--- config.mk ---
export PLATFORM = sky130hd
export DESIGN_NAME = tmdc_scan
export DESIGN_NICKNAME = d
export VERILOG_FILES = /design/src/sv/tmdc_pkg.sv /design/src/sv/tmdc_scan.sv
export SDC_FILE = /design/constraint.sdc
export NUM_CORES = 1
export LEC_CHECK = 0
export BUFFER_PORTS_ARGS = -buffer_cell sky130_fd_sc_hd__buf_2
export CORE_MARGIN = 2
export CORE_UTILIZATION = 25
export CTS_CLUSTER_DIAMETER = 50
export DETAILED_ROUTE_END_ITERATION = 8
export GPL_TIMING_DRIVEN = 0
export PLACE_DENSITY = 0.49
export SYNTH_ARGS = -nofsm -noshare
export SYNTH_HDL_FRONTEND = slang
export SYNTH_SLANG_ARGS = --single-unit
--- constraint.sdc ---
create_clock -name clock -period 2.25 [get_ports clock]
set_input_delay 0.1125 -clock clock [delete_from_list [all_inputs] [get_ports clock]]
set_output_delay 0.1125 -clock clock [all_outputs]
set_load 0.01 [all_outputs]
--- src/sv/tmdc_pkg.sv ---
package tmdc_pkg;

   localparam int COLS_DEFAULT          = 20;
   localparam int ROWS_DEFAULT          = 8;
   localparam int BOTTOM_LINE_DEFAULT   = 224;
   localparam int SCREEN_WIDTH_DEFAULT  = 320;
   localparam int SCREEN_HEIGHT_DEFAULT = 240;

   localparam int COLOR_W      = 16;
   localparam int CODE_W       = 8;
   localparam int FONT_ADDR_W  = 12;
   localparam int MODE_W       = 3;
   localparam int POS_W        = 8;

   localparam logic [COLOR_W-1:0] COLOR_WHITE = 16'hFFFF;
   localparam logic [CODE_W-1:0]  CHAR_CR     = 8'd13;
   localparam logic [CODE_W-1:0]  CHAR_LF     = 8'd10;
   localparam logic [CODE_W-1:0]  CHAR_SPACE  = 8'd32;
   localparam logic [CODE_W-1:0]  HEX_DIGIT_BASE = 8'd48;
   localparam logic [CODE_W-1:0]  HEX_ALPHA_BASE = 8'd55;
   localparam logic [3:0]         HEX_LAST_DIGIT = 4'd9;

   typedef enum logic [MODE_W-1:0] {
      MODE_PRINT    = 3'd0,
      MODE_HEX      = 3'd1,
      MODE_POSITION = 3'd2,
      MODE_CLEAR    = 3'd3,
      MODE_FONT     = 3'd4,
      MODE_PIXEL    = 3'd5
   } mode_type;

   typedef enum logic {
      ST_SWEEP = 1'b0,
      ST_RUN   = 1'b1
   } ctl_state_type;

   // what the scanner hands to the pixel pipeline for one tick
   typedef struct packed {
      logic       blank;
      logic       first;
      logic       last;
      logic [3:0] glyph_line;
      logic [2:0] bit_sel;
   } scan_info_type;

   function automatic int addr_width(input int depth);
      return (depth > 1) ? $clog2(depth) : 1;
   endfunction

endpackage

--- src/sv/tmdc_scan.sv ---
module tmdc_scan #(
   parameter int COLS          = tmdc_pkg::COLS_DEFAULT,
   parameter int ROWS          = tmdc_pkg::ROWS_DEFAULT,
   parameter int BOTTOM_LINE   = tmdc_pkg::BOTTOM_LINE_DEFAULT,
   parameter int SCREEN_WIDTH  = tmdc_pkg::SCREEN_WIDTH_DEFAULT,
   parameter int SCREEN_HEIGHT = tmdc_pkg::SCREEN_HEIGHT_DEFAULT
) (
   input  logic                                          clock,
   input  logic                                          reset,
   input  logic                                          step,
   output tmdc_pkg::scan_info_type                       info,
   output logic [tmdc_pkg::addr_width(COLS*ROWS)-1:0]    cell_addr,
   output logic [tmdc_pkg::addr_width(ROWS)-1:0]         row_index
);
   localparam int CB_AW = tmdc_pkg::addr_width(COLS*ROWS);
   localparam int RI_W  = tmdc_pkg::addr_width(ROWS);
   localparam int SW_W  = $clog2(SCREEN_WIDTH);
   localparam int SH_W  = $clog2(SCREEN_HEIGHT);
   localparam int TR_W  = $clog2(ROWS + 1);

   logic [SW_W-1:0] scan_col_ff, scan_col_in;
   logic [SH_W-1:0] scan_line_ff, scan_line_in;
   logic [TR_W-1:0] text_row_ff, text_row_in;
   logic [3:0]      glyph_line_ff, glyph_line_in;

   logic            last_col;
   logic            last_pix;
   logic            blank;
   logic [SH_W:0]   next_line;
   logic            below;
   logic            line_done;
   logic            row_done;

   always_comb begin
      last_col  = 32'(scan_col_ff) >= SCREEN_WIDTH - 1;
      last_pix  = last_col && (32'(scan_line_ff) >= SCREEN_HEIGHT - 1);
      blank     = (32'(scan_col_ff) >= COLS * 16) || (32'(text_row_ff) >= ROWS);
      next_line = {1'b0, scan_line_ff} + 1'b1;
      below     = 32'(next_line) >= BOTTOM_LINE;
      // above the bottom line each glyph line is shown twice, a row is 32 lines
      line_done = !next_line[0] || below;
      row_done  = (next_line[4:0] == 5'd0) || ((next_line[3:0] == 4'd0) && below);

      info.blank      = blank;
      info.first      = (scan_col_ff == '0) && (scan_line_ff == '0);
      info.last       = last_pix;
      info.glyph_line = glyph_line_ff;
      info.bit_sel    = scan_col_ff[3:1];

      cell_addr = blank ? '0
                        : CB_AW'(32'(text_row_ff) * COLS + 32'(scan_col_ff >> 4));
      row_index = blank ? '0 : RI_W'(text_row_ff);

      scan_col_in   = scan_col_ff;
      scan_line_in  = scan_line_ff;
      text_row_in   = text_row_ff;
      glyph_line_in = glyph_line_ff;
      if (step) begin
         if (last_pix) begin
            scan_col_in   = '0;
            scan_line_in  = '0;
            text_row_in   = '0;
            glyph_line_in = '0;
         end else if (last_col) begin
            scan_col_in  = '0;
            scan_line_in = SH_W'(next_line);
            if (line_done) begin
               glyph_line_in = glyph_line_ff + 1'b1;
               if (row_done) begin
                  glyph_line_in = '0;
                  if (32'(text_row_ff) < ROWS) begin
                     text_row_in = text_row_ff + 1'b1;
                  end
               end
            end
         end else begin
            scan_col_in = scan_col_ff + 1'b1;
         end
      end
   end

   always_ff @(posedge clock) begin
      if (reset) begin
         scan_col_ff   <= '0;
         scan_line_ff  <= '0;
         text_row_ff   <= '0;
         glyph_line_ff <= '0;
      end else begin
         scan_col_ff   <= scan_col_in;
         scan_line_ff  <= scan_line_in;
         text_row_ff   <= text_row_in;
         glyph_line_ff <= glyph_line_in;
      end
   end

endmodule

# --- Word level (Yosys, flattened, before mapping) ---
# Cells that the tools add are included.
classes:
  n_reduce_logical: 18
  bitwise: 0
  mul: 1
  add_sub_neg: 5
  eq_ne: 0
  order_cmp: 6
  n_mux: 15
  shift: 0
  n_div: 0
ops:
  columns: ["operator", "n"]
  rows:
  - ["4-bit 2-to-1 mux", 9]
  - ["8-bit 2-to-1 mux", 3]
  - ["9-bit >= comparator (second input constant)", 2]
  - ["9-bit 2-to-1 mux", 2]
  - ["8-bit by 1-bit adder with 9-bit output (second input constant)", 1]
  - ["9-bit by 1-bit adder with 9-bit output (second input constant)", 1]
  - ["9-bit by 8-bit >= comparator with 1-bit output (second input constant)", 1]
  - ["9-bit logical NOT", 1]
  - ["4-bit by 1-bit adder with 4-bit output (second input constant)", 2]
  - ["8-bit by 5-bit adder with 8-bit output", 1]
  - ["8-bit >= comparator (second input constant)", 1]
  - ["8-bit logical NOT", 1]
  - ["2-bit nonzero test", 4]
  - ["4-bit by 3-bit multiplier with 6-bit output (second input constant)", 1]
  - ["5-bit logical NOT", 1]
  - ["5-bit AND reduction", 1]
  - ["4-bit >= comparator (second input constant)", 1]
  - ["4-bit logical NOT", 1]
  - ["4-bit less-than comparator (second input constant)", 1]
  - ["1-bit logical AND", 3]
  - ["1-bit logical OR", 3]
  - ["3-bit 2-to-1 mux", 1]
  - ["3-bit AND reduction", 1]
  - ["2-bit AND reduction", 1]
  - ["1-bit logical NOT", 1]
word_totals:
  ram_bits: 0
  output_inout_bits: 21
  rom_bits: 0
  wordCells: 49
  mem_count: 0
  latch_bits: 0
  ff_bits: 25
  inputBits: 3

# --- Longest topological paths before layout ---
# Gate-level depths: netlist of the first run.
logic_depth:
  depth_word: 8
  depth_mapped: 7

# --- Least setup slack after synthesis of the first run ---
# No wires, ideal clock.
synth_timing:
  path_type: "register to output"
  from: "reg text_row_ff[1]"
  to: "out cell_addr[7] in the netlist's numbering"
  slack_ps: 177
  path_buffers: 0
  arrival_time_ps: 1960
  path_stages_with_launch: 7
  cell_sequence: "dfxtp_1 ha_1 ha_1 fa_1 nand2_1 or3_1 a21oi_1"
synth_between:
  elab_chain_cells: 3
synth_rtl:
  columns: ["item", "line", "text"]
  rows:
  - ["start, declared", "tmdc_scan.sv:23", "logic [TR_W-1:0] text_row_ff, text_row_in;"]
  - ["start signal, assigned", "tmdc_scan.sv:91", "text_row_ff <= text_row_in;"]
  - ["4-bit by 3-bit multiplier with 6-bit output / 4-bit >= comparator (equally long branches)", "tmdc_scan.sv:51, tmdc_scan.sv:37", null]
  - ["8-bit by 5-bit adder with 8-bit output / 1-bit logical OR (equally long branches)", "tmdc_scan.sv:51, tmdc_scan.sv:37", null]
  - ["8-bit 2-to-1 mux *", "tmdc_scan.sv:50", "cell_addr = blank ? '0"]
  - ["end, declared", "tmdc_scan.sv:12", "output logic [tmdc_pkg::addr_width(COLS*ROWS)-1:0] cell_addr,"]
# Every way passes the cells marked *; elsewhere a longest branch is shown, timed or not.

# --- Final worst setup path of the first run ---
layout_timing:
  from: "reg text_row_ff[3]"
  to: "out cell_addr[7] in the netlist's numbering"
# Same word-level chain as after synthesis.

==> impl_metrics.env, run 1 <==
export IMPL_yosysWarningCount=0
export IMPL_violations="negative setup slack"
export IMPL_ys_ff_latch=25
export IMPL_groute_layer_met2_usage_pct=17.3
export IMPL_synthToLayoutAreaGrowth_pct=20.4
export IMPL_timing_reg2reg_worst_path_depth=7
export IMPL_sequential_cell_area_um2=513
export IMPL_worst_pin_slew_ns=0.627
export IMPL_reg2reg_slack_ns=0.12
export IMPL_synth_avg_cell_area_um2=8.17
export IMPL_synth_edf_count=0
export IMPL_setup_worst_path_start="text_row_ff[3]"
export IMPL_crit_path_end="cell_addr[7]"
export IMPL_min_period_over_period_pct=101
export IMPL_synth_xor_xnor_area_share_pct=6.33
export IMPL_std_cell_rows=30
export IMPL_antenna_found_initial=0
export IMPL_first_pass_iters=4
export IMPL_drive_above_1_share_pct=26.0
export IMPL_worst_setup_path_end_kind="primary output"
export IMPL_vias_in_the_first_global_route=1455
export IMPL_gpl_final_weighted_congestion=0.819
export IMPL_grt_setup_unrepaired="yes"
export IMPL_max_freq_mhz=439
export IMPL_synth_nets=239
export IMPL_post_route_drc_count=0
export IMPL_critical_path_max_stage_delay_ns=0.50
export IMPL_wl_per_cell_um=12.2
export IMPL_ioPinCount=24
export IMPL_die_h_um=88.8
export IMPL_cts_num_sinks=25
export IMPL_post_synth_instance_area_um2=1800
export IMPL_power_density_over_the_cells_nw_per_um2=402
export IMPL_count_of_endpoints_failing_setup_in_the_final_report=1
export IMPL_drtIter0Drc=85
export IMPL_synthTopCellsByArea="sky130_fd_sc_hd__dfxtp_1 (28%), sky130_fd_sc_hd__ha_1 (9.7%), sky130_fd_sc_hd__nor2_1 (6.1%)"
export IMPL_cts_reportedPaths_clkPinSlew_ns=0.09
export IMPL_clock_tree_from_tritoncts="done"
export IMPL_globalRoute_busiestLayer="met2"
export IMPL_status="complete, but fails checks"
export IMPL_synth_cell_type_count=52
export IMPL_yosys_most_used_dff="sky130_fd_sc_hd__dfxtp_1"
export IMPL_gr_usage_met1_pct=15.9
export IMPL_layout_common_cells="sky130_fd_sc_hd__nor2_1 (29), sky130_fd_sc_hd__buf_2 (24), sky130_fd_sc_hd__nand2_1 (20)"
export IMPL_io_buffer_count=22
export IMPL_fin_setup_tns_ns=-0.0259
export IMPL_dp_final_hpwl_mm=3.07
export IMPL_worst_skew_pair_late_latency_ns=0.27
export IMPL_route_vias_total=1629
export IMPL_tritoncts_num_buffers=3
export IMPL_fp_dieArea_um2=7890
export IMPL_die_width_um=88.8
export IMPL_total_power_uw=871
export IMPL_cts_root_buf="sky130_fd_sc_hd__clkbuf_8"
export IMPL_synth_area_leader_cell="sky130_fd_sc_hd__dfxtp_1"
export IMPL_initial_utilization_pct=26.2
export IMPL_worst_setup_path_start_kind="register"
export IMPL_worstPathRequired_ns=2.14
export IMPL_clock_tree_htree_level_count=1
export IMPL_post_synth_top_area_fraction_pct=27.8
export IMPL_mostFrequentLayoutCell="sky130_fd_sc_hd__nor2_1"
export IMPL_synth_cells=220
export IMPL_wirelength_mm=4.21
export IMPL_grt_first_pass_wirelength_mm=7.15
export IMPL_multi_input_gate_area_in_the_final_layout_um2=1230
export IMPL_type_of_the_worst_setup_path="register to primary output"
export IMPL_final_hold_viol_count=0
export IMPL_synth_mux_area_fraction_pct=0.557
export IMPL_skew_ns=0.00309
export IMPL_grt_met3_usage_pct=2.43
export IMPL_timing_rr_end="text_row_ff[3]"
export IMPL_leak_uw=0.000854
export IMPL_ctsLongestPathBuffers=2
export IMPL_grt_max_degree=15
export IMPL_antenna_cells=0
export IMPL_final_period_minus_worst_setup_slack_ns=2.28
export IMPL_global_route_overflow_total=0
export IMPL_place_worst_setup_slack_ns=-0.0501
export IMPL_num_fill_cells=737
export IMPL_maxCapViolCount=0
export IMPL_timing_hold_worst_class="primary input to register"
export IMPL_irDropWorstVdd_v=0.000243
export IMPL_slowest_stage="sky130_fd_sc_hd__fa_1"
export IMPL_fin_max_slew_vios=0
export IMPL_synth_simple_area_share_pct=29.1
export IMPL_fin_ws_ns=-0.0259
export IMPL_cp_cell_sequence="ha_4 -> ha_4 -> fa_1 -> nand2_1 -> or3_1 -> a21oi_2 -> buf_2"
export IMPL_antenna_violating_nets_post_route=0
export IMPL_critPathMaxFanout=2
export IMPL_max_slew_margin_pct=57.7
export IMPL_synth_compound_area_share_pct=18.0
export IMPL_critical_path_top_cell_by_count="sky130_fd_sc_hd__ha_4"
export IMPL_nets=270
export IMPL_synth_adder_area_share_pct=12.0
export IMPL_utilization_pct=31.5
export IMPL_synth_top_family_by_area="simple AND/OR/NAND/NOR gates"
export IMPL_synth_yosys_seq_area_share_pct=27.8
export IMPL_async_flop_share_pct=0
export IMPL_vias_per_instance=4.71
export IMPL_reg2reg_from="scan_line_ff[0]"
export IMPL_global_route_usage_total_pct=11.4
export IMPL_core_region_um2=6870
export IMPL_critical_path_arrival_ns=2.16
state kept, by name, summed over array words and instances, names as in the netlist:
| signal | count |
|---|---|
| glyph_line_ff | 4 |
| scan_col_ff | 9 |
| scan_line_ff | 8 |
| text_row_ff | 4 |
logic make-up (layout without fill, tap and decap cells):
group,Yosys count,count (layout)
fa+ha+maj,16,16
flops,25,25
compound gates,45,45
xor+xnor,13,13
simple gates,98,98
buf+inv,22,52
mux,1,1
synth_stat cells (2+ instances only):
cell                        n
sky130_fd_sc_hd__or4_1      2
sky130_fd_sc_hd__buf_4      7
sky130_fd_sc_hd__nand3_2    2
sky130_fd_sc_hd__a22o_1     2
sky130_fd_sc_hd__fa_1       2
sky130_fd_sc_hd__a21o_1     2
sky130_fd_sc_hd__o21ai_1    2
sky130_fd_sc_hd__nor2b_1    2
sky130_fd_sc_hd__a31oi_1    6
sky130_fd_sc_hd__nand2_1   20
sky130_fd_sc_hd__and2_1     4
sky130_fd_sc_hd__nor3_1     4
sky130_fd_sc_hd__nand3_1    6
sky130_fd_sc_hd__clkbuf_1   2
sky130_fd_sc_hd__a41oi_1    2
sky130_fd_sc_hd__nand4b_1   2
sky130_fd_sc_hd__or2_2      2
sky130_fd_sc_hd__nand4_1   10
sky130_fd_sc_hd__xnor2_1    6
sky130_fd_sc_hd__ha_1      14
sky130_fd_sc_hd__nand2b_1   3
sky130_fd_sc_hd__or3_1      3
sky130_fd_sc_hd__nor2_1    29
sky130_fd_sc_hd__o21ai_0    4
sky130_fd_sc_hd__buf_2      3
sky130_fd_sc_hd__a21oi_1   14
sky130_fd_sc_hd__xor2_1     7
sky130_fd_sc_hd__nand3b_1   2
sky130_fd_sc_hd__inv_1      8
sky130_fd_sc_hd__dfxtp_1   25
sky130_fd_sc_hd__nor4_1     2
worst min path at each step:
stage / startpoint / cells past startpoint / to
6_report: reset / 3 / text_row_ff[0]
4_1_cts: reset / 4 / scan_line_ff[2]
2_1_floorplan: reset / 3 / scan_line_ff[2]
3_5_place_dp: glyph_line_ff[1] / 2 / glyph_line_ff[1]
5_1_grt: reset / 3 / text_row_ff[0]
3_3_place_gp: glyph_line_ff[1] / 2 / glyph_line_ff[1]
area by class of cell:
class	count	share of cell area, %
Clock buffer	3	1.91
Timing Repair Buffer	26	6.47
Tap cell	96	5.55
Buffer	12	3.58
Sequential cell	25	23.7
Multi-Input combinational cell	173	56.8
Inverter	10	1.73
Clock inverter	1	0.231
what timing repair did:
item                                    in CTS  in global routing
pin swaps                                    4                  2
resized for setup                           14                  4
endpoints found under the setup margin      12                 12
hold buffers                                 0                  0
hold endpoints to repair                     0                  0
buffers inserted                             3                  1
worst max-delay path: cells and delay by family, from the launching register on:
| kind | cells | cell delay (ns) |
|---|---|---|
| AOI/OAI and AO/OA | 1 | 0.12 |
| adders and majority gates | 3 | 0.89 |
| buffers and inverters | 1 | 0.13 |
| DFF | 1 | 0.36 |
| and+or+nand+nor | 2 | 0.39 |
metrics by stage:
stage | instance area [um^2] | hold slack (ns) | cells
final | 2160 | 0.241 | 346
after global placement | 2030 | 0.482 | 338
after global routing | 2160 | 0.273 | 346
after detailed placement | 2030 | 0.490 | 338
after floorplan | 1800 | 0.314 | 220
after CTS | 2150 | 0.233 | 345
layer usage:
| layer | routed length (um) | part of all wire, % |
|---|---|---|
| met2 | 1880 | 45 |
| met1 | 2090 | 50 |
| met5 | 0 | 0 |
| met4 | 50 | 1.2 |
| met3 | 188 | 4.5 |
power breakdown:
group	switching (uW)	internal, uW
combinational	63.4	56.0
clock	157	124
sequential	17.4	453
Power figures use the tool's default switching activity.
==> run 2: changes to the inputs <==
CORE_UTILIZATION = 57   (was 25)
PLACE_DENSITY = 0.87   (was 0.49)
==> run 2 against run 1 <==
The run still ends with negative setup slack left; total power decreased by 7.1%; maximum frequency decreased by 4.2%; sequential power about the same; hold slack got worse by 0.080 ns; sequential share of layout area increased by 1.1 points; first-iteration DRC count decreased by 20%; clock skew increased by 0.0094 ns; critical path depth unchanged; final area decreased by 3.0%; flip-flop and latch count unchanged; global-route usage increased by 12 points; critical endpoint unchanged; highest routed layer unchanged.
==> impl_metrics.env, run 2 (synthesis results as in run 1) <==
export IMPL_fp_dieArea_um2=3620
export IMPL_vias_per_instance=5.76
export IMPL_nets=270
export IMPL_antenna_cells=0
export IMPL_dp_final_hpwl_mm=2.73
export IMPL_io_buffer_count=22
export IMPL_irDropWorstVdd_v=0.000236
export IMPL_post_route_drc_count=0
export IMPL_final_period_minus_worst_setup_slack_ns=2.38
export IMPL_violations="negative setup slack"
export IMPL_gpl_final_weighted_congestion=0.837
export IMPL_grt_setup_unrepaired="yes"
export IMPL_routed_wl_met3_um=124
export IMPL_fin_max_slew_vios=0
export IMPL_reg2reg_slack_ns=0.16
export IMPL_largest_register_ff_count=9
export IMPL_wl_met1_mm=1.81
export IMPL_worstPathRequired_ns=2.14
export IMPL_die_h_um=60.2
export IMPL_top_register="scan_col_ff"
export IMPL_worst_setup_path_end_kind="primary output"
export IMPL_grt_max_degree=14
export IMPL_global_route_overflow_total=0
export IMPL_top_registers="scan_col_ff x9, scan_line_ff x8"
export IMPL_layout_common_cells="sky130_fd_sc_hd__nor2_1 (29), sky130_fd_sc_hd__buf_2 (25), sky130_fd_sc_hd__nand2_1 (20)"
export IMPL_critPathMaxFanout=2
export IMPL_hold_depth=4
export IMPL_reg2reg_from="scan_line_ff[0]"
export IMPL_ctsLongestPathBuffers=2
export IMPL_drtIter0Drc=68
export IMPL_worst_skew_pair_late_latency_ns=0.34
export IMPL_max_slew_margin_pct=46.6
export IMPL_timing_rr_end="text_row_ff[3]"
export IMPL_total_power_uw=810
export IMPL_leak_uw=0.000848
export IMPL_wl_per_cell_um=13.4
export IMPL_wirelength_mm=3.94
export IMPL_power_density_over_the_cells_nw_per_um2=386
export IMPL_final_hold_viol_count=0
export IMPL_dr_max_layer_used="met4"
export IMPL_drive_above_1_share_pct=25.6
export IMPL_std_cell_rows=20
export IMPL_clock_tree_htree_level_count=1
export IMPL_route_vias_total=1694
export IMPL_min_period_over_period_pct=106
export IMPL_max_freq_mhz=421
export IMPL_min_delay_worst_endpoint="scan_line_ff[2]"
export IMPL_status="complete, but fails checks"
export IMPL_worst_setup_path_start_kind="register"
export IMPL_hold_path_startpoint="reset"
export IMPL_place_worst_setup_slack_ns=-0.0131
export IMPL_core_region_um2=3030
export IMPL_grt_first_pass_wirelength_mm=6.38
export IMPL_setup_worst_path_start="text_row_ff[3]"
export IMPL_maxCapViolCount=0
export IMPL_type_of_the_worst_setup_path="register to primary output"
export IMPL_die_width_um=60.2
export IMPL_timing_reg2reg_worst_path_depth=6
export IMPL_mostFrequentLayoutCell="sky130_fd_sc_hd__nor2_1"
export IMPL_first_pass_iters=4
export IMPL_synthToLayoutAreaGrowth_pct=16.8
export IMPL_tritoncts_num_buffers=3
export IMPL_fin_setup_tns_ns=-0.127
export IMPL_clock_tree_from_tritoncts="done"
export IMPL_critical_path_arrival_ns=2.26
export IMPL_vias_in_the_first_global_route=1443
export IMPL_worst_pin_slew_ns=0.793
export IMPL_ioPinCount=24
export IMPL_count_of_endpoints_failing_setup_in_the_final_report=1
export IMPL_cts_root_buf="sky130_fd_sc_hd__clkbuf_4"
export IMPL_timing_hold_worst_class="primary input to register"
export IMPL_fin_ws_ns=-0.127
export IMPL_initial_utilization_pct=59.4
export IMPL_post_cts_hold_buffer_count=0
export IMPL_antenna_found_initial=0
export IMPL_antenna_violating_nets_post_route=0
export IMPL_global_route_usage_total_pct=23.2
export IMPL_cts_reportedPaths_clkPinSlew_ns=0.14
export IMPL_timing_hold_ws_ns=0.161
export IMPL_route_met2_wl_mm=1.92
export IMPL_skew_ns=0.0125
export IMPL_cts_num_sinks=25
## run 2: cell count changes in the layout (fill, tap and decap cells not counted), moves of 2 or more
cell and delta:
sky130_fd_sc_hd__dfxtp_2 -3, sky130_fd_sc_hd__clkbuf_8 -3, sky130_fd_sc_hd__clkbuf_4 +2, sky130_fd_sc_hd__dfxtp_4 +3
sky130_fd_sc_hd__ha_2 -2
## run 2: worst max-delay path by stage
stage,cells past startpoint,endpoint
2_1_floorplan,6,cell_addr[7]
6_report,7,cell_addr[7]
5_1_grt,7,cell_addr[7]
3_3_place_gp,7,scan_line_ff[4]
3_5_place_dp,7,scan_line_ff[4]
4_1_cts,7,cell_addr[7]
## run 2: stage by stage
| step | std cells | util, % | cell area, um^2 |
|---|---|---|---|
| after floorplan | 220 | - | 1800 |
| after global placement | 286 | 64.8 | 1960 |
| after detailed placement | 286 | 64.8 | 1960 |
| after CTS | 294 | 68.5 | 2070 |
| after global routing | 294 | 69.3 | 2100 |
| final | 294 | 69.3 | 2100 |
## run 2: layout make-up
type                       count  area, um^2
fill                         231         928
inverter                      10        37.5
clock buffer                   4        26.3
multi-input combinational    173        1240
sequential                    25         520
buffer                        12        75.1
timing repair buffer          26         140
tap                           44        55.1
## run 2: worst max-delay path, cell delays in order (launching register included)
cell and delay (ns):
sky130_fd_sc_hd__dfxtp_4 0.38, sky130_fd_sc_hd__ha_4 0.24, sky130_fd_sc_hd__ha_4 0.15, sky130_fd_sc_hd__fa_1 0.51
sky130_fd_sc_hd__nand2_1 0.08, sky130_fd_sc_hd__or3_1 0.30, sky130_fd_sc_hd__a21oi_1 0.12, sky130_fd_sc_hd__buf_2 0.14
## run 2: routing by layer
| layer | track usage, % | up-vias |
|---|---|---|
| met1 | 29.7 | 795 |
| met4 | 10.5 | 0 |
| li1 | - | 845 |
| met2 | 38.7 | 44 |
| met3 | 3.03 | 10 |
| met5 | 0 | - |
## run 2: power breakdown
group          internal [uW]  switching (uW)  leakage (uW)  total, uW
combinational           60.3            70.2      0.000626        131
sequential               451            15.7      0.000207        467
clock                   69.8             143     0.0000150        212
## run 2: what timing repair did
action	in CTS	in global routing
setup buffers	4	1
setup endpoints to repair	10	7
resized for setup	15	6
pin swaps	5	3
==> run 3: changes to the inputs <==
SETUP_SLACK_MARGIN = 0.1   (was not set)
==> run 3 against run 2 <==
The flow still finishes with violations (negative setup slack); hold slack improved by 0.014 ns; register-to-register slack improved by 0.04 ns; worst setup slack improved by 0.013 ns; clock power about the same; final area increased by 1.3%; non-clock buffer count increased by 3; die area unchanged; critical path type unchanged; largest cell class unchanged; largest power group unchanged.
==> impl_metrics.env, run 3 (synthesis results as in run 1) <==
export IMPL_status="complete, but fails checks"
export IMPL_violations="negative setup slack"
export IMPL_grt_first_pass_wirelength_mm=6.56
export IMPL_die_width_um=60.2
export IMPL_cp_cell_sequence="ha_4 -> ha_4 -> fa_1 -> nand2_1 -> or3_1 -> a21oi_1 -> buf_2"
export IMPL_ioPinCount=24
export IMPL_wl_per_cell_um=13.7
export IMPL_antenna_cells=0
export IMPL_multi_input_gate_area_in_the_final_layout_um2=1250
export IMPL_reg2reg_from="scan_line_ff[1]"
export IMPL_worst_setup_path_end_kind="primary output"
export IMPL_min_period_over_period_pct=105
export IMPL_grt_setup_unrepaired="yes"
export IMPL_worst_setup_path_start_kind="register"
export IMPL_type_of_the_worst_setup_path="register to primary output"
export IMPL_timing_rr_end="text_row_ff[3]"
export IMPL_place_area_um2=1960
export IMPL_mostFrequentLayoutCell="sky130_fd_sc_hd__nor2_1"
export IMPL_largest_register_ff_count=9
export IMPL_layoutNonFillerInstCount=297
export IMPL_die_h_um=60.2
export IMPL_fp_dieArea_um2=3620
export IMPL_initial_utilization_pct=59.4
export IMPL_total_instance_count_after_detailed_placement=286
export IMPL_global_route_usage_total_pct=23.9
export IMPL_fin_ws_ns=-0.113
export IMPL_nets=273
export IMPL_max_freq_mhz=423
export IMPL_layout_cell_area_non_filler_um2=2130
export IMPL_grt_max_degree=14
export IMPL_wirelength_mm=4.07
export IMPL_global_route_overflow_total=0
export IMPL_drive_above_1_share_pct=27.7
export IMPL_post_cts_hold_buffer_count=0
export IMPL_ctsLongestPathBuffers=2
export IMPL_power_density_over_the_cells_nw_per_um2=381
export IMPL_final_period_minus_worst_setup_slack_ns=2.36
export IMPL_timing_hold_worst_class="primary input to register"
export IMPL_fin_max_slew_vios=0
export IMPL_worst_pin_slew_ns=0.826
export IMPL_post_route_drc_count=0
export IMPL_dp_final_hpwl_mm=2.73
export IMPL_antenna_violating_nets_post_route=0
export IMPL_layout_common_cells="sky130_fd_sc_hd__nor2_1 (29), sky130_fd_sc_hd__buf_2 (25), sky130_fd_sc_hd__nand2_1 (20)"
export IMPL_min_delay_worst_endpoint="scan_line_ff[2]"
export IMPL_place_worst_setup_slack_ns=-0.0131
export IMPL_drtIter0Drc=56
export IMPL_std_cell_rows=20
export IMPL_vias_per_instance=5.82
export IMPL_cts_root_buf="sky130_fd_sc_hd__clkbuf_4"
export IMPL_critical_path_arrival_ns=2.25
export IMPL_cts_reportedPaths_clkPinSlew_ns=0.14
export IMPL_core_region_um2=3030
export IMPL_antenna_found_initial=0
export IMPL_gpl_final_weighted_congestion=0.837
export IMPL_route_vias_total=1730
export IMPL_maxCapViolCount=0
export IMPL_fin_setup_tns_ns=-0.113
export IMPL_leak_uw=0.000862
export IMPL_slowest_stage="sky130_fd_sc_hd__fa_1"
export IMPL_worstPathRequired_ns=2.14
export IMPL_skew_ns=0.00657
export IMPL_max_slew_margin_pct=44.4
export IMPL_critical_path_top_cell_by_count="sky130_fd_sc_hd__ha_4"
export IMPL_count_of_endpoints_failing_setup_in_the_final_report=1
export IMPL_top_register="scan_col_ff"
export IMPL_io_buffer_count=22
export IMPL_vias_in_the_first_global_route=1497
export IMPL_critical_path_max_stage_delay_ns=0.51
export IMPL_num_fill_cells=232
export IMPL_hold_depth=4
export IMPL_clock_tree_htree_level_count=1
export IMPL_tritoncts_num_buffers=3
export IMPL_critPathMaxFanout=2
export IMPL_hold_path_startpoint="reset"
export IMPL_reg2reg_slack_ns=0.20
export IMPL_final_hold_viol_count=0
export IMPL_sequential_cell_area_um2=523
export IMPL_first_pass_iters=4
export IMPL_top_registers="scan_col_ff x9, scan_line_ff x8"
export IMPL_worst_skew_pair_late_latency_ns=0.33
export IMPL_cts_num_sinks=25
export IMPL_irDropWorstVdd_v=0.000235
export IMPL_timing_reg2reg_worst_path_depth=7
export IMPL_synthToLayoutAreaGrowth_pct=18.3
export IMPL_timing_hold_ws_ns=0.175
export IMPL_clock_tree_from_tritoncts="done"
==> run 3: cell types whose count changed in the layout (fill, tap and decap cells not counted) <==
cell	previous run	this run
sky130_fd_sc_hd__buf_4	11	14
sky130_fd_sc_hd__dfxtp_1	19	17
sky130_fd_sc_hd__dfxtp_2	1	3
sky130_fd_sc_hd__fa_1	2	1
sky130_fd_sc_hd__fa_2	0	1
==> run 3: layer usage <==
layer	wire [um]	global-route usage (%)
met5	0	0
met4	67	10.8
met3	172	3.46
met2	2010	39.9
met1	1820	30.1
==> run 3: per-stage QoR <==
step | total power, uW | utilization [%]
final | 810 | 70.2
after global routing | 840 | 70.2
after CTS | 811 | 69.0
after detailed placement | 597 | 64.8
after global placement | 594 | 64.8
after floorplan | 558 | -
==> run 3: critical path, delay by kind of cell, from the launching register on <==
family | cells | cell delay [ns]
AO/OA/AOI/OAI | 1 | 0.12
flip-flops | 1 | 0.38
adder cells (fa/ha/maj) | 3 | 0.90
buffers and inverters | 1 | 0.14
AND/OR/NAND/NOR | 2 | 0.37
==> run 3: worst max path at each step <==
| stage | to | startpoint | cells after the start | slack, ns |
|---|---|---|---|---|
| floorplan | cell_addr[7] | text_row_ff[1] | 6 | 0.18 |
| global placement | scan_line_ff[4] | scan_line_ff[0] | 7 | 0.02 |
| detailed placement | scan_line_ff[4] | scan_line_ff[1] | 7 | -0.01 |
| CTS | cell_addr[7] | text_row_ff[3] | 7 | -0.13 |
| global route | cell_addr[7] | text_row_ff[3] | 7 | -0.19 |
| finish | cell_addr[7] | text_row_ff[3] | 7 | -0.11 |
==> run 3: final cells by class <==
cell class / instances / share of cell area, %
inverters: 10 / 1.76
flip-flops and latches: 25 / 24.6
repair buffers: 29 / 7.65
multi-input cells: 173 / 58.6
clock buffers: 4 / 1.24
plain buffers: 12 / 3.53
well taps: 44 / 2.59
==> run 3: report_power, final <==
group / switching [uW] / internal, uW / total (uW)
clock network: 143 / 69.8 / 213
logic: 70.1 / 60.3 / 130
registers: 15.5 / 452 / 467
==> run 3: repair_timing <==
action,4_1_cts,5_1_grt
buffers inserted,5,3
gates resized for setup,16,8
hold endpoints to repair,0,0
pin swaps,6,3
endpoints found under the setup margin,15,24
